**src/design/rmfb_pkg.sv**
```systemverilog
// Shared types, codes and constants for the radio module frame builder.
package rmfb_pkg;

  localparam logic [1:0] OP_GENERAL = 2'd0;
  localparam logic [1:0] OP_XFER    = 2'd1;
  localparam logic [1:0] OP_PAYLOAD = 2'd2;

  localparam logic [7:0] START_BYTE   = 8'h6C;
  localparam logic [7:0] FIXED_BYTE   = 8'h09;
  localparam logic [7:0] END_BYTE     = 8'h16;
  localparam logic [7:0] MAIN_ROUTE0  = 8'h80;
  localparam logic [7:0] MAIN_ROUTE1  = 8'h88;
  localparam logic [7:0] OTHER_ROUTE0 = 8'h00;
  localparam logic [7:0] OTHER_ROUTE1 = 8'h99;
  localparam logic [7:0] PREFIX_ZERO  = 8'h00;
  localparam logic [7:0] PREFIX_TAG   = 8'h30;
  localparam logic [15:0] XFER_COMMAND = 16'h0305;

  localparam logic [7:0] GEN_MAX_LEN     = 8'd250;
  localparam logic [7:0] XFER_MAX_LEN    = 8'd241;
  localparam logic [7:0] HEADER_LEN      = 8'd5;
  localparam logic [7:0] XFER_PREFIX_LEN = 8'd9;

  localparam logic [4:0] GEN_BODY_BYTES  = 5'd8;
  localparam logic [4:0] XFER_BODY_BYTES = 5'd17;
  localparam logic [4:0] ONE_BYTE        = 5'd1;
  localparam logic [4:0] CLOSE_BYTES     = 5'd2;

  localparam int QUEUE_DEPTH = 4;
  localparam int QUEUE_AW    = $clog2(QUEUE_DEPTH);

  typedef struct packed {
    logic [1:0]  op;
    logic [15:0] command;
    logic        to_main;
    logic [47:0] dest_address;
    logic [7:0]  length;
    logic [7:0]  data_byte;
  } in_item_t;

  typedef struct packed {
    logic [7:0] out_byte;
    logic       last;
    logic       error;
  } out_item_t;

  typedef enum logic [1:0] {
    JOB_ERROR,
    JOB_GENERAL,
    JOB_XFER,
    JOB_PAYLOAD
  } job_kind_t;

  typedef struct packed {
    job_kind_t   kind;
    logic        close;
    logic [7:0]  len_byte;
    logic [15:0] command;
    logic        to_main;
    logic [47:0] dest_address;
    logic [7:0]  length;
    logic [7:0]  data_byte;
  } job_t;

  typedef struct packed {
    logic full;
    logic empty;
  } queue_stat_t;

endpackage

```
**src/design/radio_module_frame_builder.sv**
```systemverilog
// Top level of the radio module frame builder: front end, job queue, byte sequencer.
// An accepted item is written to the job queue, then its first byte to the output register.
// One result byte per cycle unless result_stall holds it; an item holds the sequencer until
// it has yielded all its bytes (1 for a plain payload byte or error, up to 19 for a transfer
// begin). Unstalled, plain payload bytes sustain one item per cycle via the 4-entry queue.
// Reset clears the open frame, byte count, checksum, queue and the output valid flag.
module radio_module_frame_builder import rmfb_pkg::*; (
  input  logic      clk,
  input  logic      rst,
  input  logic      item_valid,
  output logic      item_stall,
  input  in_item_t  item,
  output logic      result_valid,
  input  logic      result_stall,
  output out_item_t result
);

  logic        push;
  job_t        push_job;
  logic        pop;
  job_t        head;
  queue_stat_t qstat;

  rmfb_front u_front (
    .clk        (clk),
    .rst        (rst),
    .item_valid (item_valid),
    .item_stall (item_stall),
    .item       (item),
    .qstat      (qstat),
    .push       (push),
    .push_job   (push_job)
  );

  rmfb_queue u_queue (
    .clk      (clk),
    .rst      (rst),
    .push     (push),
    .push_job (push_job),
    .pop      (pop),
    .head     (head),
    .qstat    (qstat)
  );

  rmfb_back u_back (
    .clk          (clk),
    .rst          (rst),
    .head         (head),
    .qstat        (qstat),
    .pop          (pop),
    .result_valid (result_valid),
    .result_stall (result_stall),
    .result       (result)
  );

  a_error_closes: assert property (@(posedge clk) disable iff (rst)
    result_valid && result.error |-> result.last && result.out_byte == 8'd0)
    else $error("error transaction without last or with nonzero byte");

  a_reset_idle: assert property (@(posedge clk) rst |=> !result_valid)
    else $error("result valid right after reset");

  a_no_pop_empty: assert property (@(posedge clk) disable iff (rst)
    pop |-> !qstat.empty)
    else $error("job queue popped while empty");

  a_stall_when_full: assert property (@(posedge clk) disable iff (rst)
    qstat.full |-> item_stall && !push)
    else $error("job queue written while full");

endmodule

```
**src/design/rmfb_front.sv**
```systemverilog
// Front end: accepts input items, tracks the open frame and queues jobs.
module rmfb_front import rmfb_pkg::*; (
  input  logic        clk,
  input  logic        rst,
  input  logic        item_valid,
  output logic        item_stall,
  input  in_item_t    item,
  input  queue_stat_t qstat,
  output logic        push,
  output job_t        push_job
);

  logic       frame_open;
  logic       frame_open_next;
  logic [7:0] bytes_left;
  logic [7:0] bytes_left_next;

  assign item_stall = qstat.full;
  assign push       = item_valid && !qstat.full;

  always_comb begin
    push_job.kind         = JOB_ERROR;
    push_job.close        = 1'b0;
    push_job.len_byte     = HEADER_LEN + item.length;
    push_job.command      = item.command;
    push_job.to_main      = item.to_main;
    push_job.dest_address = item.dest_address;
    push_job.length       = item.length;
    push_job.data_byte    = item.data_byte;
    frame_open_next       = frame_open;
    bytes_left_next       = bytes_left;
    case (item.op)
      OP_GENERAL: begin
        if (item.length <= GEN_MAX_LEN) begin
          push_job.kind   = JOB_GENERAL;
          push_job.close  = (item.length == 8'd0);
          frame_open_next = (item.length != 8'd0);
          bytes_left_next = item.length;
        end
      end
      OP_XFER: begin
        if (item.length <= XFER_MAX_LEN) begin
          push_job.kind     = JOB_XFER;
          push_job.close    = (item.length == 8'd0);
          push_job.command  = XFER_COMMAND;
          push_job.to_main  = 1'b1;
          push_job.len_byte = HEADER_LEN + XFER_PREFIX_LEN + item.length;
          frame_open_next   = (item.length != 8'd0);
          bytes_left_next   = item.length;
        end
      end
      OP_PAYLOAD: begin
        if (frame_open) begin
          push_job.kind   = JOB_PAYLOAD;
          push_job.close  = (bytes_left == 8'd1);
          frame_open_next = (bytes_left != 8'd1);
          bytes_left_next = bytes_left - 8'd1;
        end
      end
      default: begin
        push_job.kind = JOB_ERROR;
      end
    endcase
  end

  always_ff @(posedge clk) begin
    if (rst) begin
      frame_open <= 1'b0;
      bytes_left <= 8'd0;
    end else if (push) begin
      frame_open <= frame_open_next;
      bytes_left <= bytes_left_next;
    end
  end

endmodule

```
**src/design/rmfb_queue.sv**
```systemverilog
// Job queue between the front end and the byte sequencer.
module rmfb_queue import rmfb_pkg::*; (
  input  logic        clk,
  input  logic        rst,
  input  logic        push,
  input  job_t        push_job,
  input  logic        pop,
  output job_t        head,
  output queue_stat_t qstat
);

  job_t                entries [QUEUE_DEPTH];
  logic [QUEUE_AW-1:0] wr_ptr;
  logic [QUEUE_AW-1:0] rd_ptr;
  logic [QUEUE_AW:0]   count;

  assign qstat.full  = (count == QUEUE_AW'(0) + (QUEUE_AW+1)'(QUEUE_DEPTH));
  assign qstat.empty = (count == '0);
  assign head        = entries[rd_ptr];

  always_ff @(posedge clk) begin
    if (push) begin
      entries[wr_ptr] <= push_job;
    end
  end

  always_ff @(posedge clk) begin
    if (rst) begin
      wr_ptr <= '0;
      rd_ptr <= '0;
      count  <= '0;
    end else begin
      if (push) begin
        wr_ptr <= wr_ptr + QUEUE_AW'(1);
      end
      if (pop) begin
        rd_ptr <= rd_ptr + QUEUE_AW'(1);
      end
      if (push && !pop) begin
        count <= count + (QUEUE_AW+1)'(1);
      end else if (pop && !push) begin
        count <= count - (QUEUE_AW+1)'(1);
      end
    end
  end

endmodule

```
**src/design/rmfb_back.sv**
```systemverilog
// Back end: expands queued jobs into frame bytes with the running checksum.
module rmfb_back import rmfb_pkg::*; (
  input  logic        clk,
  input  logic        rst,
  input  job_t        head,
  input  queue_stat_t qstat,
  output logic        pop,
  output logic        result_valid,
  input  logic        result_stall,
  output out_item_t   result
);

  logic [4:0] idx;
  logic [7:0] running_sum;
  logic [7:0] running_sum_next;
  logic [4:0] body_count;
  logic [4:0] last_idx;
  logic [7:0] body_byte;
  out_item_t  nxt_item;
  logic       advance;
  logic       emit;

  assign advance = !result_valid || !result_stall;
  assign emit    = advance && !qstat.empty;
  assign pop     = emit && (idx == last_idx);

  always_comb begin
    case (head.kind)
      JOB_GENERAL: body_count = GEN_BODY_BYTES;
      JOB_XFER:    body_count = XFER_BODY_BYTES;
      default:     body_count = ONE_BYTE;
    endcase
    if (head.close && head.kind != JOB_ERROR) begin
      last_idx = body_count + CLOSE_BYTES - 5'd1;
    end else begin
      last_idx = body_count - 5'd1;
    end
  end

  always_comb begin
    case (idx)
      5'd0:    body_byte = START_BYTE;
      5'd1:    body_byte = head.len_byte;
      5'd2:    body_byte = FIXED_BYTE;
      5'd3:    body_byte = head.command[15:8];
      5'd4:    body_byte = head.command[7:0];
      5'd5:    body_byte = head.to_main ? MAIN_ROUTE0 : OTHER_ROUTE0;
      5'd6:    body_byte = head.to_main ? MAIN_ROUTE1 : OTHER_ROUTE1;
      5'd7:    body_byte = head.to_main ? MAIN_ROUTE1 : OTHER_ROUTE1;
      5'd8:    body_byte = head.dest_address[47:40];
      5'd9:    body_byte = head.dest_address[39:32];
      5'd10:   body_byte = head.dest_address[31:24];
      5'd11:   body_byte = head.dest_address[23:16];
      5'd12:   body_byte = head.dest_address[15:8];
      5'd13:   body_byte = head.dest_address[7:0];
      5'd14:   body_byte = PREFIX_ZERO;
      5'd15:   body_byte = PREFIX_TAG;
      5'd16:   body_byte = head.length;
      default: body_byte = 8'd0;
    endcase
    if (head.kind == JOB_PAYLOAD) begin
      body_byte = head.data_byte;
    end
  end

  always_comb begin
    nxt_item.out_byte = 8'd0;
    nxt_item.last     = 1'b0;
    nxt_item.error    = 1'b0;
    running_sum_next  = running_sum;
    if (head.kind == JOB_ERROR) begin
      nxt_item.last  = 1'b1;
      nxt_item.error = 1'b1;
    end else if (idx < body_count) begin
      nxt_item.out_byte = body_byte;
      if (idx == 5'd0 && head.kind != JOB_PAYLOAD) begin
        running_sum_next = body_byte;
      end else begin
        running_sum_next = running_sum + body_byte;
      end
    end else if (idx == body_count) begin
      nxt_item.out_byte = running_sum;
    end else begin
      nxt_item.out_byte = END_BYTE;
      nxt_item.last     = 1'b1;
      running_sum_next  = 8'd0;
    end
  end

  always_ff @(posedge clk) begin
    if (emit) begin
      result <= nxt_item;
    end
  end

  always_ff @(posedge clk) begin
    if (rst) begin
      result_valid <= 1'b0;
      idx          <= '0;
      running_sum  <= 8'd0;
    end else if (emit) begin
      result_valid <= 1'b1;
      running_sum  <= running_sum_next;
      idx          <= pop ? 5'd0 : idx + 5'd1;
    end else if (advance) begin
      result_valid <= 1'b0;
    end
  end

endmodule
```
**config.mk**
```make
export PLATFORM = sky130hd
export DESIGN_NAME = radio_module_frame_builder
export DESIGN_NICKNAME = d
export VERILOG_FILES = /design/src/design/rmfb_pkg.sv /design/src/design/radio_module_frame_builder.sv /design/src/design/rmfb_front.sv /design/src/design/rmfb_queue.sv /design/src/design/rmfb_back.sv
export SDC_FILE = /design/constraint.sdc
export NUM_CORES = 1
export LEC_CHECK = 0
export BUFFER_PORTS_ARGS = -buffer_cell sky130_fd_sc_hd__buf_2
export CELL_PAD_IN_SITES_DETAIL_PLACEMENT = 1
export CELL_PAD_IN_SITES_GLOBAL_PLACEMENT = 2
export CORE_ASPECT_RATIO = 1.75
export CORE_MARGIN = 2
export CORE_UTILIZATION = 40
export DETAILED_ROUTE_END_ITERATION = 16
export PLACE_DENSITY_LB_ADDON = 0.12
export SLEW_MARGIN = 20
export SYNTH_ARGS = -nofsm -noshare
export SYNTH_HDL_FRONTEND = slang
export SYNTH_SLANG_ARGS = --single-unit
```
**constraint.sdc**
```tcl
create_clock -name clk -period 4.4 [get_ports clk]
set_clock_uncertainty 0.2 [all_clocks]
set_input_delay 0.22 -clock clk [delete_from_list [all_inputs] [get_ports clk]]
set_output_delay 0.22 -clock clk [all_outputs]
set_load 0.02 [all_outputs]
```
* Word level (Yosys, flattened, before mapping) *
Memory sizes are Yosys's and may differ from the RTL's. A register that Yosys moved wholly into a read port is not among the register bits.
Index checks and enable logic that the tools add are counted.

word-level totals
  register bits = 40
  RAM bits = 368
  input bits = 87
  output and inout port bits = 12
  logic and storage cells = 123
  memories kept = 1

cells by class
  add/subtract/negate cells = 12
  $lt $le $gt $ge = 3
  eq/ne operators = 30
  multiplexer cells = 37
  bitwise gates (word level) = 1
  reduce and logical (&&, ||, !) cells = 28

memories
  memory           depth  bits a word  read ports  clocked after Yosys merged registers in  wr ports  RTL line          source
  u_queue.entries  4      92           1           1                                        1         rmfb_queue.sv:12  job_t entries [QUEUE_DEPTH];

operators by type and width
  operator                                                                count
  8-bit case mux with 15 select lines                                     1
  8-bit two-way mux                                                       10
  5-bit by 4-bit equality test with 1-bit output (second input constant)  7
  28-bit two-way mux                                                      1
  25-bit two-way mux                                                      1
  8-bit case mux with 3 select lines                                      1
  5-bit by 3-bit equality test with 1-bit output (second input constant)  4
  8-bit <= comparator (second input constant)                             2
  5-bit two-way mux                                                       3
  5-bit by 2-bit equality test with 1-bit output (second input constant)  2
  5-bit equality test                                                     2
  1-bit two-way mux                                                       10
  5-bit case mux with 2 select lines                                      1
  5-bit by 1-bit subtractor with 5-bit output (second input constant)     2
  3-bit two-way mux                                                       3
  3-bit by 8-bit adder with 8-bit output (first input constant)           1
  4-bit by 8-bit adder with 8-bit output (first input constant)           1
  8-bit adder                                                             1
  8-bit by 1-bit equality test with 1-bit output (second input constant)  1
  8-bit zero test                                                         1
  2-bit by 1-bit != test with 1-bit output (second input constant)        4
  8-bit by 1-bit != test with 1-bit output (second input constant)        1
  8-bit nonzero test                                                      1
  8-bit by 1-bit subtractor with 8-bit output (second input constant)     1
  28 further kinds                                                        49

* Logic depth before layout (Yosys ltp) *
Gate-level depths: netlist (run 1).

  depth after elaboration = 10
  gate-level depth with buffers = 19

* Hierarchy *
A second synthesis (run 1) with hierarchy kept.

unflattened totals
  cell total of the unflattened synthesis = 1082
  area total of the unflattened synthesis = 18107.4 sq um

by module, submodules not included
  module      instances  cells an instance  area each (sq um)  sequential area each (sq um)
  rmfb_queue  1          524                13705.6            11230.8
  rmfb_back   1          325                2681.3             580.6
  rmfb_front  1          233                1720.4             180.2

* Worst setup path after synthesis (run 1) *
Ideal clock, no wire load.

  path kind = register to register
  start point = reg with a tool-made name
  end point = reg u_back.running_sum[7]
  arrival time = 3800 ps
  data required time = 4075 ps
  path slack = 275 ps
  cell stages (with the launch flop) = 17
  clock period less this slack = 4125 ps
  cell sequence = dfxtp_1 buf_6 buf_4 buf_4 buf_2 mux4_2 a21boi_0 inv_1 ha_1 a21oi_1 o211ai_1 o41ai_1 xnor2_1 nand2_1 o22ai_1 o21ai_0 o21ai_0

RTL lines
  what                  RTL line          source
  end signal, assigned  rmfb_back.sv:103  running_sum <= running_sum_next;
  end, declared         rmfb_back.sv:14   logic [7:0] running_sum;

==> results.tsv, run 1 <==
metric	value	unit
Area contributors post-synth	edfxtp_1 67%, mux4_2 12%, dfxtp_1 3.8%	
Slew Viols, Final	0	
fmax	241	MHz
row cnt	99	
Die Width	160	um
hold path startpoint	rst	
CTS Buf Count	38	
R2R depth	16	
share of Yosys cell area claimed by the top area cell type	67.1	%
CTS clk-pin slew, worst paths	0.07	ns
DP Cell Count	1651	
Yosys reg bits	410	
CP Capture Type	register	
H-tree Lvls	2	
GPL Wtd Cong	0.813	
setup_tns	0	ns
VDD IR-drop max	0.231	mV
# DRC	0	
non-filler instance count after layout	1814	
Starting Density	40.6	%
Layout area overhead	22.5	%
Avg Cell Area, Syn	17.3	um2
clock network fraction of design power	27.2	%
slew at the pin closest to its max-slew limit	0.854	ns
hold crit path type	input port to register	
Tcrit/Tclk final	94.1	%
grt total ovfl	0	
YS warnings	0	
worst reg-to-reg setup slack	0.26	ns
number of max-cap violations	0	
Mapped Cells	977	
WL final	45700	um
Tot GR Track Use	20.9	%
top cell type by total area after synthesis	edfxtp_1	
final setup fails	0	
crit path max fanout	14	
Logic pwr share	29.7	%
asr flop ratio synth	0	%
critical path type	register to register	
RSZ-0062 raised after global routing	false	
Net Count, Synth	1095	
global-route wire length before repair	68600	um
die area	44000	um2
status	completed	
leak pwr	7.09	nW
routed len/inst	25.2	um
Sw Ratio	30.3	%
crit path DAT	4.40	ns
TritonRoute pass-1 iters	5	
Final WS setup	0.258	ns
Final nets	1352	
via count	9816	
Startpoint Class	register	
max_slew headroom	43.0	%
CORE AREA	41700	um2
Placed Area	18600	um2
EDFF count, synth	378	
Psw	0.00353	W
post-layout min period	4.14	ns
Die H	276	um
vias in the first global route	10700	
Seq/Total Area, Yosys	70.8	%
multi-input logic area	4680	um2
ys flop type	edfxtp_1	
Sequential Power Share	43.1	%
pin count of the biggest net entering global routing	40	
# fillers	3999	
fraction of layout cells with a size suffix above 1	26.8	%
dpl ws	-0.0218	ns
synthesized area	16900	um2
Worst-Skew Late Latency	0.54	ns
Critical R2R Capture	u_back.running_sum[7]$_SDFFE_PP0P_	
root buffer cell	clkbuf_16	
CP required	4.66	ns
count of different cell masters after synthesis	56	
Port Buffers	98	
I/O pin count	99	
hold path cells	2	
clk sinks	410	
via/cell ratio	5.41	
post-DP HPWL	31200	um
Power Dens Cells	561	nW/um2
Detailed Route Iter0 Violations	589	
final instance area	20700	um2
Max clock buf depth	3	
initial antenna violation count	0	
Internal	0.00811	W
Antenna diodes	0	
storage element area	12000	um2
CTS tree	done	
total power	0.0116	W
Detail Route Antenna Nets	0	
Hold EP	u_queue.count[0]$_SDFFE_PP0P_	
Final Hold Viols	0	
[area by class of cell]
class / instances / area share (%)
Timing Repair Buffer: 264 / 10.2
Sequential cell: 410 / 57.8
Multi-Input combinational cell: 495 / 22.6
Tap cell: 555 / 3.35
Clock buffer: 46 / 4.73
Clock inverter: 19 / 0.838
Inverter: 25 / 0.452
[logic make-up (layout without fill, tap and decap cells)]
kind of cell | Yosys count | in the layout | synth area share (%)
DFF | 410 | 410 | 70.8
and+or+nand+nor | 202 | 202 | 5.95
AOI/OAI and AO/OA | 145 | 145 | 5.48
buffers and inverters | 72 | 354 | 1.80
muxes | 95 | 95 | 12.4
xor gates and xnor gates | 22 | 22 | 1.14
adders and majority gates | 31 | 31 | 2.38
[metrics by stage]
step,hold slack (ns),util (%)
4_1_cts,0.00695,49.2
3_5_place_dp,0.240,44.5
5_1_grt,0.0381,49.7
3_3_place_gp,0.236,44.5
6_report,0.0211,49.7
2_1_floorplan,0.119,-
[power groups by stage]
stage	clock network [W]	logic, W	registers [W]
2_1_floorplan	0	0.00198	0.00514
3_3_place_gp	0	0.00330	0.00508
3_5_place_dp	0	0.00330	0.00510
4_1_cts	0.00324	0.00337	0.00502
5_1_grt	0.00337	0.00377	0.00506
6_report	0.00317	0.00345	0.00502
[worst max-delay path by stage]
stage	slack, ns	endpoint
2_1_floorplan	0.27	u_back.running_sum[7]$_SDFFE_PP0P_
3_3_place_gp	0.11	u_back.running_sum[7]$_SDFFE_PP0P_
3_5_place_dp	-0.02	u_back.running_sum[6]$_SDFFE_PP0P_
4_1_cts	0.04	u_back.running_sum[7]$_SDFFE_PP0P_
5_1_grt	0.01	u_back.running_sum[7]$_SDFFE_PP0P_
6_report	0.26	u_back.running_sum[7]$_SDFFE_PP0P_
[cell usage after synthesis (all sizes together) (2+ instances only)]
master,instances
edfxtp,378
mux4,92
nand2,54
nor2,43
a21oi,41
a22oi,33
o21ai,33
dfxtp,32
clkbuf,30
ha,29
inv,24
nor3,19
and2,18
nand3,18
buf,17
xnor2,15
nand2b,12
and3,9
nand4,8
nor2b,7
xor2,7
a21boi,4
a22o,4
and4,4
nor4,4
o211ai,4
o22ai,4
a211oi,3
a21o,3
mux2i,3
a221oi,2
a31oi,2
fa,2
nor3b,2
o22a,2
o41ai,2
or4,2
[metal layers]
| layer | routed length, um | global-route usage (%) |
|---|---|---|
| met1 | 18100 | 25.3 |
| met2 | 24900 | 38.5 |
| met3 | 1280 | 2.06 |
| met4 | 1360 | 7.09 |
| met5 | 0 | 0 |
[critical path, stage by stage, from the launching register on]
cell	delay [ns]
dfxtp_4	0.43
buf_12	0.18
buf_4	0.13
mux4_2	0.52
a22oi_1	0.22
nand4_1	0.14
o21ai_1	0.27
a21bo_2	0.27
ha_1	0.37
nand3_1	0.09
o211ai_1	0.23
o41ai_1	0.10
buf_4	0.16
or4_1	0.40
mux2i_1	0.15
o21ai_0	0.10
o21ai_0	0.07
[layout by cell type, fill, tap and decap left out, drive strengths merged, types with 12 or more instances in the layout]
master       instances
nor3                19
o21ai               33
inv                 25
nand3               18
mux4                92
clkinv              16
edfxtp             378
dfxtp               32
xnor2               15
nand2b              12
and2                18
ha                  29
buf                179
a22oi               33
dlygate4sd3         83
clkbuf              48
a21oi               41
nand2               54
nor2                43
[state kept, by name, indices dropped and copies added (netlist names), named ones only]
| register | flops |
|---|---|
| u_back.idx | 5 |
| u_queue.entries | 368 |
| u_queue.count | 3 |
| u_front.frame_open | 1 |
| u_front.bytes_left | 8 |
| u_queue.rd_ptr | 2 |
| u_back.result_valid | 1 |
| u_back.running_sum | 8 |
| u_queue.wr_ptr | 2 |
| u_back.result | 10 |
[timing repair]
item / in CTS / in global routing
hold buffers: 83 / 0
gates cloned: 0 / 2
endpoints found under the hold margin: 333 / 0
pin swaps: 0 / 3
resized for setup: 1 / 11
setup endpoints to repair: 2 / 3
setup buffers: 0 / 13
Power figures use the tool's default switching activity.
==> inputs of run 2 (changes only) <==
CTS_BUF_LIST = sky130_fd_sc_hd__clkbuf_16   (was not set)
SLEW_MARGIN = 5   (was 20)
==> results.tsv, run 2 (same netlist as run 1, synthesis figures left out) <==
metric	value	unit	change
status	completed		
Hold EP	u_queue.count[0]$_SDFFE_PP0P_		
critical path type	register to register		
Starting Density	40.6	%	unchanged
max reg flops	368		unchanged
Layout area overhead	22.5	%	unchanged
Critical R2R Capture	u_back.running_sum[7]$_SDFFE_PP0P_		
Antenna diodes	0		unchanged
Regs by FF count	u_queue.entries (368), u_back.result (10)		
most common cell after layout, fill and taps aside	edfxtp_1		
# DRC	0		unchanged
Hold Slack	0.0277	ns	+0.00664 ns
root buffer cell	clkbuf_16		
Die H	276	um	unchanged
hold path cells	2		unchanged
via count	9780		-0.37%
hold path startpoint	rst		
Slew Viols, Final	0		unchanged
hold crit path type	input port to register		
GPL Wtd Cong	0.813		unchanged
# fillers	3999		unchanged
most frequent cells in the layout	378 x edfxtp_1, 98 x buf_2, 92 x mux4_2		
DP Cell Count	1651		unchanged
final instance area	20700	um2	unchanged
Port Buffers	98		unchanged
H-tree Lvls	2		unchanged
dpl ws	-0.0218	ns	unchanged
non-filler instance count after layout	1814		unchanged
Detail Route Antenna Nets	0		unchanged
I/O pin count	99		unchanged
slew at the pin closest to its max-slew limit	0.853	ns	-0.000584 ns
TritonRoute pass-1 iters	5		unchanged
Power Dens Cells	560	nW/um2	-0.18%
CTS Buf Count	38		unchanged
vias in the first global route	10700		unchanged
number of max-cap violations	0		unchanged
Final nets	1352		unchanged
clk sinks	410		unchanged
post-layout min period	4.14	ns	+0.000662 ns
R2R depth	16		unchanged
initial antenna violation count	0		unchanged
most flop-heavy register	u_queue.entries		
grt total ovfl	0		unchanged
routed len/inst	25.2	um	about the same
Tot GR Track Use	20.9	%	unchanged
final setup fails	0		unchanged
CTS tree	done		
fmax	241	MHz	about the same
Placed Area	18600	um2	unchanged
via/cell ratio	5.39		-0.37%
Max clock buf depth	3		unchanged
Worst-Skew Late Latency	0.54	ns	about the same
crit path DAT	4.40	ns	about the same
CP required	4.66	ns	about the same
Die Width	160	um	unchanged
fraction of layout cells with a size suffix above 1	26.8	%	unchanged
Final WS setup	0.257	ns	-0.000662 ns
row cnt	99		unchanged
pin count of the biggest net entering global routing	40		unchanged
Startpoint Class	register		
worst reg-to-reg setup slack	0.26	ns	about the same
max_slew headroom	43.0	%	about the same
VDD IR-drop max	0.230	mV	-0.39%
post-DP HPWL	31200	um	unchanged
CTS clk-pin slew, worst paths	0.06	ns	about the same
die area	44000	um2	unchanged
leak pwr	7.12	nW	+0.47%
crit path max fanout	14		unchanged
CORE AREA	41700	um2	unchanged
global-route wire length before repair	68600	um	unchanged
RSZ-0062 raised after global routing	false		
WL final	45600	um	about the same
CP Capture Type	register		
Tcrit/Tclk final	94.2	%	about the same
Detailed Route Iter0 Violations	613		+4.1%
Final Hold Viols	0		unchanged
==> run 2: changes by cell type in the layout (fill, tap and decap cells not counted) <==
cell,before,now
inv_1,24,32
clkbuf_1,8,0
==> run 2: worst max-delay path, stage by stage, from the launching register on <==
cell and delay (ns):
dfxtp_4 0.43, buf_12 0.18, buf_4 0.13, mux4_2 0.52, a22oi_1 0.22, nand4_1 0.14
o21ai_1 0.27, a21bo_2 0.27, ha_1 0.37, nand3_1 0.09, o211ai_1 0.23, o41ai_1 0.10
buf_4 0.16, or4_1 0.40, mux2i_1 0.15, o21ai_0 0.10, o21ai_0 0.07
==> run 2: power breakdown <==
part / switching, W / internal [W] / total, W / leakage [nW]
sequential: 0.000170 / 0.00485 / 0.00502 / 3.74
combinational: 0.00196 / 0.00150 / 0.00345 / 2.78
clock: 0.00140 / 0.00175 / 0.00315 / 0.598
total: 0.00353 / 0.00809 / 0.0116 / 7.12
==> run 2: layer usage <==
layer	track usage (%)	wire [um]	share of wire [%]
met5	0	0	0
met4	7.09	1370	3.0
met3	2.06	1270	2.8
met2	38.5	24900	55
met1	25.3	18100	40
==> run 2: worst max path at each step <==
stage | startpoint | endpoint | slack [ns] | cells past startpoint
final | register | u_back.running_sum[7]$_SDFFE_PP0P_ | 0.26 | 16
after global routing | u_back.idx[0]$_SDFFE_PP0P_ | u_back.running_sum[7]$_SDFFE_PP0P_ | 0.01 | 19
after CTS | register | u_back.running_sum[7]$_SDFFE_PP0P_ | 0.04 | 15
after detailed placement | register | u_back.running_sum[6]$_SDFFE_PP0P_ | -0.02 | 17
after global placement | register | u_back.running_sum[7]$_SDFFE_PP0P_ | 0.11 | 14
after floorplan | register | u_back.running_sum[7]$_SDFFE_PP0P_ | 0.27 | 16
==> run 2: metrics by stage <==
stage / utilization [%] / total power, W / setup TNS (ns)
after floorplan: - / 0.00711 / 0
after global placement: 44.5 / 0.00838 / 0
after detailed placement: 44.5 / 0.00840 / -0.0341
after CTS: 49.2 / 0.0116 / 0
after global routing: 49.7 / 0.0122 / 0
final: 49.7 / 0.0116 / 0
==> run 2: repair_timing <==
action	CTS	global route
endpoints found under the hold margin	333	0
gates resized for setup	1	11
pin swaps	0	3
cloned	0	2
hold buffers	83	0
setup buffers	0	13
setup endpoints to repair	2	3
==> run 2: final cells by class <==
cell class / count / area [um2] / area share, %
inverters: 25 / 93.8 / 0.452
clock inverters: 27 / 204 / 0.983
flip-flops and latches: 410 / 12000 / 57.8
clock buffers: 38 / 951 / 4.58
repair buffers: 264 / 2120 / 10.2
well taps: 555 / 694 / 3.35
multi-input cells: 495 / 4680 / 22.6
